## src/hw/rtl/sas_pkg.sv

```systemverilog
// Shared types and constants for the stable ascending sorter.
// Holds the beat payload structs and the control bundle for the sorting cells.
// Depends on nothing.
`default_nettype none

package sas_pkg;

  localparam int unsigned DataW = 32;

  // One beat on the input channel.
  typedef struct packed {
    logic signed [DataW-1:0] value;
    logic                    last;
  } in_beat_t;

  // One beat on the output channel.
  typedef struct packed {
    logic signed [DataW-1:0] sorted_value;
    logic                    last_out;
    logic                    overflow;
  } out_beat_t;

  // Command broadcast to every cell of the chain.
  typedef struct packed {
    logic insert;  // place the broadcast value into its sorted position
    logic shift;   // advance every value one cell toward the head
  } cell_ctrl_t;

endpackage

`default_nettype wire

```

## src/hw/rtl/sas_cell.sv

```systemverilog
// One cell of the insertion-sort chain: holds one value and its valid bit.
// Depends on sas_pkg (control bundle, data width).
`default_nettype none

module sas_cell (
  input  wire logic                           clk_i,
  input  wire logic                           rst_ni,
  input  wire sas_pkg::cell_ctrl_t            ctrl_i,
  input  wire logic signed [sas_pkg::DataW-1:0] new_value_i,
  // neighbor toward the head (smaller values)
  input  wire logic signed [sas_pkg::DataW-1:0] left_value_i,
  input  wire logic                           left_valid_i,
  input  wire logic                           left_gt_i,
  // neighbor toward the tail (larger values)
  input  wire logic signed [sas_pkg::DataW-1:0] right_value_i,
  input  wire logic                           right_valid_i,
  output logic signed [sas_pkg::DataW-1:0]      value_o,
  output logic                                valid_o,
  output logic                                gt_o
);

  logic signed [sas_pkg::DataW-1:0] value_q, value_d;
  logic                             valid_q, valid_d;
  logic                             gt;

  // Strict compare keeps equal values in arrival order.
  assign gt = !valid_q || (value_q > new_value_i);

  always_comb begin
    value_d = value_q;
    valid_d = valid_q;
    if (ctrl_i.shift) begin
      value_d = right_value_i;
      valid_d = right_valid_i;
    end else if (ctrl_i.insert && gt) begin
      value_d = left_gt_i ? left_value_i : new_value_i;
      valid_d = valid_q || left_valid_i;
    end
  end

  always_ff @(posedge clk_i or negedge rst_ni) begin
    if (!rst_ni) begin
      valid_q <= 1'b0;
    end else begin
      valid_q <= valid_d;
    end
  end

  always_ff @(posedge clk_i) begin
    value_q <= value_d;
  end

  assign value_o = value_q;
  assign valid_o = valid_q;
  assign gt_o    = gt;

endmodule

`default_nettype wire

```

## config.mk

```make
export PLATFORM = sky130hd
export DESIGN_NAME = sas_cell
export DESIGN_NICKNAME = d
export VERILOG_FILES = /design/src/hw/rtl/sas_pkg.sv /design/src/hw/rtl/sas_cell.sv
export SDC_FILE = /design/constraint.sdc
export NUM_CORES = 1
export LEC_CHECK = 0
export BUFFER_PORTS_ARGS = -buffer_cell sky130_fd_sc_hd__buf_4
export CAP_MARGIN = 10
export CORE_MARGIN = 4
export CORE_UTILIZATION = 40
export CTS_CLUSTER_SIZE = 20
export DETAILED_ROUTE_END_ITERATION = 10
export PLACE_DENSITY = 0.76
export SYNTH_ARGS = -nofsm -noshare
export SYNTH_HDL_FRONTEND = slang
export SYNTH_SLANG_ARGS = --single-unit
export TNS_END_PERCENT = 1
```

## constraint.sdc

```tcl
create_clock -name clk_i -period 3.9 [get_ports clk_i]
set_input_delay 1.17 -clock clk_i [delete_from_list [all_inputs] [get_ports clk_i]]
set_output_delay 1.17 -clock clk_i [all_outputs]
set_load 0.01 [all_outputs]
```

==> out/metrics.yaml, run 1 <==
drv_cap: 0
cp_num_buf_inv: 3
cp.required_ns: 2.73
post_drt_via_cell_ratio: 4.968
fp.dieW_um: 87.51
synth_cell_type_count: 30
hpwl_um: 5802
grtUsageTotal_pct: 18.35
clock_latency_ns: 0.28
hp-class: "primary input to async pin"
ys_top_cells_by_count: "nand2_1, o21ai_0, inv_1"
grt_max_degree: 68
start_util_pct: 41.96
die-area_um2: 7658
slew_headroom_pct: 61.34
path_clk_slew_ns: 0.06
status: "complete, but fails checks"
cp_top_family: "simple AND/OR/NAND/NOR gates"
seq_area_frac_synth_pct: 38.99
worst_pin_slew_ns: 0.5799
ff_latch_area_um2: 985.9
diodes: 0
worstPathMaxFanout: 5
period_share_pct: 108.8
synthesis.area_um2: 2529
post-route-util_pct: 66.22
setup_ws_ns: -0.3435
fin_nets: 557
power.density_nw_per_um2: 285.9
internal-power_mw: 0.8022
core_um2: 6026
dr.pass1.iters: 4
ys_async_sr_fraction_pct: 3.030
num_vias: 2469
ir_drop_uv: 243.6
synth_top_cell_area_share_pct: 38.00
yosys_warnings: 0
rows: 28
die_h_um: 87.51
switchingPower_mw: 0.3388
critical-path-max-stage-delay_ns: 0.54
skew_ns: 0.009084
crit_type: "primary input to output pin"
multi_input_area_um2: 1528
power_frac_clock_pct: 20.6
syn_nets: 405
pin_count: 137
ant_nets: 0
setup_viol: 1
power_frac_comb_pct: 37.9
initialDrtViolationCount: 60
dp_cells: 487
clock.fmax_mhz: 235.7
synthTopCellsByArea: "edfxtp_1, ha_1, mux2i_1"
place_congestion: 0.7836
drive_gt1_share_pct: 43.36
wl_per_cell_um: 14.57
antenna_found_initial: 0
slew_viol_final: 0
min_period_ns: 4.243
worstPathCellList: "buf_4 > inv_1 > ha_4 > nand4_4 > or4_4 > or3_4 > o211a_1 > o31ai_4 > buf_6"
avgSynthCellArea_um2: 9.365
yosysMostFrequentCell: "nand2_1"
final_cells: 497
violations: "setup timing"
holdBufCountCts: 0
cts_sinks: 33
cts_tree: "done"
grt_pass1_vias: 2534
grt_pass1_wl_um: 11070
synth_area_leader_cell: "edfxtp_1"
synth_flop_cell: "edfxtp_1"
cts-root-buf: "clkbuf_8"
n_fill_cell: 523
wirelength_um: 7243
final_hold_viol_count: 0
p_leak_nw: 1.975
end_kind: "output pin"
h-tree-depth: 2
syn_to_final_growth_pct: 57.79
cts_made_buffers: 5
clockBufferDepth: 2
seqPwrFrac_pct: 41.4
drc: 0
portBuffers: 136
critPathArrivalTime_ns: 3.07
ys_seq_elements: 33
start_kind: "primary input"
slowest_stage: "or4_4"
overflow: 0
rsz0062_at_grt: "true"
r2r_cells: 12
synth_edf_count: 32
cp.depth: 9
syn_inst: 270
p_sw_share_pct: 29.69
cells in the final DEF (no fill, tap or decap), drive strengths merged, types with 2 or more instances in the layout:
cell,n
nand4,6
nand3,3
nand2,45
o21ai,37
o21a,2
clkbuf,6
a21oi,15
or4,3
edfxtp,32
mux2i,32
inv,35
a221oi,2
ha,32
buf,156
nor2,2
repair_timing:
item | 4_1_cts | 5_1_grt
pin swaps | 1 | 1
endpoints found under the setup margin | 1 | 1
buffers inserted | 3 | 0
resized for setup | 12 | 7
cloned | 0 | 0
registers in the layout, indices dropped and copies added, names as in the netlist:
signal and cells:
value_o 32, valid_o 1
area by class of cell:
cell class / instances / area share, %
multi-input cells: 191 / 38.29
repair buffers: 156 / 29.45
flip-flops and latches: 33 / 24.71
inverters: 35 / 3.293
well taps: 75 / 2.352
clock buffers: 6 / 1.819
clock inverters: 1 / 0.09407
cells by family (layout without fill, tap and decap cells):
group                    after synthesis  after routing  synth area share [%]
AND/OR/NAND/NOR                       66             66                 12.37
AO/OA/AOI/OAI                         61             61                 13.31
flip-flops                            33             33                 38.99
multiplexers                          32             32                 12.67
buffers and inverters                 46            198                 6.828
adder cells (fa/ha/maj)               32             32                 15.83
per-stage QoR:
step	worst slack (ns)	area, um^2	setup TNS, ns	power, mW	hold WS, ns
after CTS	-0.3608	3935	-0.3608	1.145	0.6458
final	-0.3435	3990	-0.3435	1.141	0.6576
after global placement	-0.3497	3756	-0.3497	0.8706	0.6899
after detailed placement	-0.4081	3756	-0.4081	0.8847	0.7271
after floorplan	-0.1019	2555	-0.1019	0.6596	0.6689
after global routing	-0.4287	3990	-0.4287	1.214	0.6379
worst register-to-register path: cells and delay by family, from the launching register on:
kind,cells,cell delay (ns)
AO/OA/AOI/OAI,2,0.55
adder cells (fa/ha/maj),1,0.30
buffers and inverters,5,0.78
flip-flops,1,0.44
AND/OR/NAND/NOR,4,0.55
path summary, 6_finish.rpt:
path                                               to  slack, ns                   from
worst max-delay path                             gt_o      -0.34        new_value_i[31]
worst min-delay path              valid_o$_DFFE_PN0P_       0.66                 rst_ni
worst max register to register  value_o[28]$_DFFE_PP_       1.03  value_o[23]$_DFFE_PP_
worst min register to register    valid_o$_DFFE_PN0P_       0.72    valid_o$_DFFE_PN0P_
max in group asynchronous         valid_o$_DFFE_PN0P_       3.16                 rst_ni
min in group clk_i                valid_o$_DFFE_PN0P_       0.72    valid_o$_DFFE_PN0P_
power groups by stage:
stage | Combinational [mW] | Clock, mW | Sequential, mW
3_5_place_dp | 0.409 | 0 | 0.476
4_1_cts | 0.429 | 0.245 | 0.471
6_report | 0.433 | 0.235 | 0.473
2_1_floorplan | 0.167 | 0 | 0.492
3_3_place_gp | 0.397 | 0 | 0.473
5_1_grt | 0.481 | 0.255 | 0.478
routing by layer:
metal	share of wire, %	global-route usage (%)	vias to the layer above
met5	0	0	-
met4	0.90	4.463	0
met3	9.5	6.623	7
met2	51	34.25	88
met1	39	19.50	1109
li1	-	-	1265
Power figures use the tool's default switching activity.
==> run 2, diff against run 1 <==
- PLACE_DENSITY: 0.76 -> 0.83
==> run 2 against run 1 <==
Effect of this change: the flow still finishes with violations (setup timing); clock power grew 6%; final area shrank 1.4%; sequential cell count is the same; critical path type unchanged.
==> out/metrics.yaml, run 2 (synthesis results as in run 1) <==
status: "complete, but fails checks"  # unchanged
violations: "setup timing"  # unchanged
worstPathMaxFanout: 3  # was 5
dr.pass1.iters: 4  # unchanged
diodes: 0  # unchanged
wirelength_um: 7218  # was 7243 um
ir_drop_uv: 149.5  # was 243.6 uV
h-tree-depth: 2  # unchanged
hpwl_um: 5780  # was 5802 um
holdBufCountCts: 0  # unchanged
drc: 0  # unchanged
dp_cells: 485  # was 487
antenna_found_initial: 0  # unchanged
worst_pin_slew_ns: 0.5625  # was 0.5799 ns
r2r_cells: 9  # was 12
ant_nets: 0  # unchanged
ff_latch_area_um2: 985.9  # unchanged
place_congestion: 0.7458  # was 0.7836
wl_per_cell_um: 14.61  # was 14.57 um
fin_nets: 553  # was 557
final_common_cell: "buf_4"  # unchanged
cp.required_ns: 2.73  # about the same
grt_pass1_wl_um: 11440  # was 11070 um
num_vias: 2467  # was 2469
largest_register_ffs: 32  # unchanged
grt_pass1_vias: 2632  # was 2534
overflow: 0  # unchanged
syn_to_final_growth_pct: 55.57  # was 57.79%
min_period_ns: 4.230  # was 4.243 ns
rsz0062_at_grt: "true"  # unchanged
pin_count: 137  # unchanged
critPathArrivalTime_ns: 3.06  # was 3.07 ns
n_fill_cell: 517  # was 523
die-area_um2: 7658  # unchanged
fp.dieW_um: 87.51  # unchanged
clock.fmax_mhz: 236.4  # was 235.7 MHz
slew_headroom_pct: 62.50  # was 61.34%
reg2reg_from: "value_o[26]$_DFFE_PP_"  # was value_o[23]$_DFFE_PP_
p_leak_nw: 1.963  # was 1.975 nW
cts_sinks: 33  # unchanged
rows: 28  # unchanged
layout_common_cells: "buf_4, nand2_1, o21ai_0"  # unchanged
crit_type: "primary input to output pin"  # unchanged
die_h_um: 87.51  # unchanged
clockBufferDepth: 2  # unchanged
cts_made_buffers: 5  # unchanged
r2r-end: "value_o[6]$_DFFE_PP_"  # was value_o[28]$_DFFE_PP_
slew_viol_final: 0  # unchanged
skew_ns: 0.004158  # was 0.009084 ns
core_um2: 6026  # unchanged
r2r_slack_ns: 1.12  # was 1.03 ns
power.density_nw_per_um2: 290.8  # was 285.9 nW/um^2
cts-root-buf: "clkbuf_8"  # unchanged
hp-class: "primary input to async pin"  # unchanged
grtUsageTotal_pct: 19.02  # was 18.35%
final_cells: 494  # was 497
drive_gt1_share_pct: 41.77  # was 43.36%
total_power_mw: 1.144  # was 1.141 mW
setup_ws_ns: -0.3302  # was -0.3435 ns
start_kind: "primary input"  # unchanged
end_kind: "output pin"  # unchanged
setup_viol: 1  # unchanged
pre_cts_slack_ns: -0.3614  # was -0.4081 ns
start_util_pct: 41.96  # unchanged
period_share_pct: 108.5  # was 108.8%
path_clk_slew_ns: 0.07  # was 0.06 ns
grt_max_degree: 68  # unchanged
post_drt_via_cell_ratio: 4.994  # was 4.968
cts_tree: "done"  # unchanged
portBuffers: 136  # unchanged
initialDrtViolationCount: 62  # was 60
multi_input_area_um2: 1485  # was 1528 um^2
final_hold_viol_count: 0  # unchanged
clock_latency_ns: 0.28  # about the same
drv_cap: 0  # unchanged
[run 2: final cells by class]
cell class | instances | share of cell area (%)
repair buffers | 152 | 29.42
flip-flops and latches | 33 | 25.06
multi-input cells | 191 | 37.75
well taps | 75 | 2.385
inverters | 35 | 3.340
clock buffers | 8 | 2.036
[run 2: worst max path at each step]
stage                     from    to  slack, ns  cells past startpoint
6_report       new_value_i[28]  gt_o      -0.33                      9
5_1_grt        new_value_i[22]  gt_o      -0.38                      9
4_1_cts        new_value_i[29]  gt_o      -0.33                      9
3_5_place_dp   new_value_i[23]  gt_o      -0.36                      9
3_3_place_gp   new_value_i[23]  gt_o      -0.34                      9
2_1_floorplan  new_value_i[31]  gt_o      -0.10                      7
[run 2: repair_timing]
item,CTS,global route
pin swaps,4,1
endpoints found under the hold margin,0,0
setup endpoints to repair,1,1
resized for setup,10,5
buffers inserted,0,1
[run 2: through the flow]
stage	instance area, um^2	TNS, ns	hold slack [ns]	utilization, %
floorplan	2555	-0.1019	0.6689	-
global placement	3754	-0.3444	0.6757	62.29
finish	3934	-0.3302	0.6465	65.28
CTS	3909	-0.3268	0.6345	64.87
global route	3934	-0.3816	0.6289	65.28
detailed placement	3754	-0.3614	0.6849	62.29
[run 2: per-layer routing]
layer  global-route usage [%]  share of wire (%)  up-vias
met5                        0                  0        -
met4                    4.742                1.1        0
met3                    6.433                8.8        8
met2                    36.71                 53       86
met1                    19.40                 37     1118
li1                         -                  -     1255
[run 2: power breakdown]
group | switching [mW] | internal [mW]
Clock | 0.121 | 0.127
Combinational | 0.191 | 0.233
Sequential | 0.0286 | 0.443
Total | 0.341 | 0.803
[run 2: worst max-delay path: stages]
cell and delay, ns:
buf_4 0.08, inv_1 0.04, ha_1 0.32, nand4_4 0.13, or4_4 0.53, or3_4 0.34
o211a_1 0.14, o31ai_4 0.18, buf_6 0.13
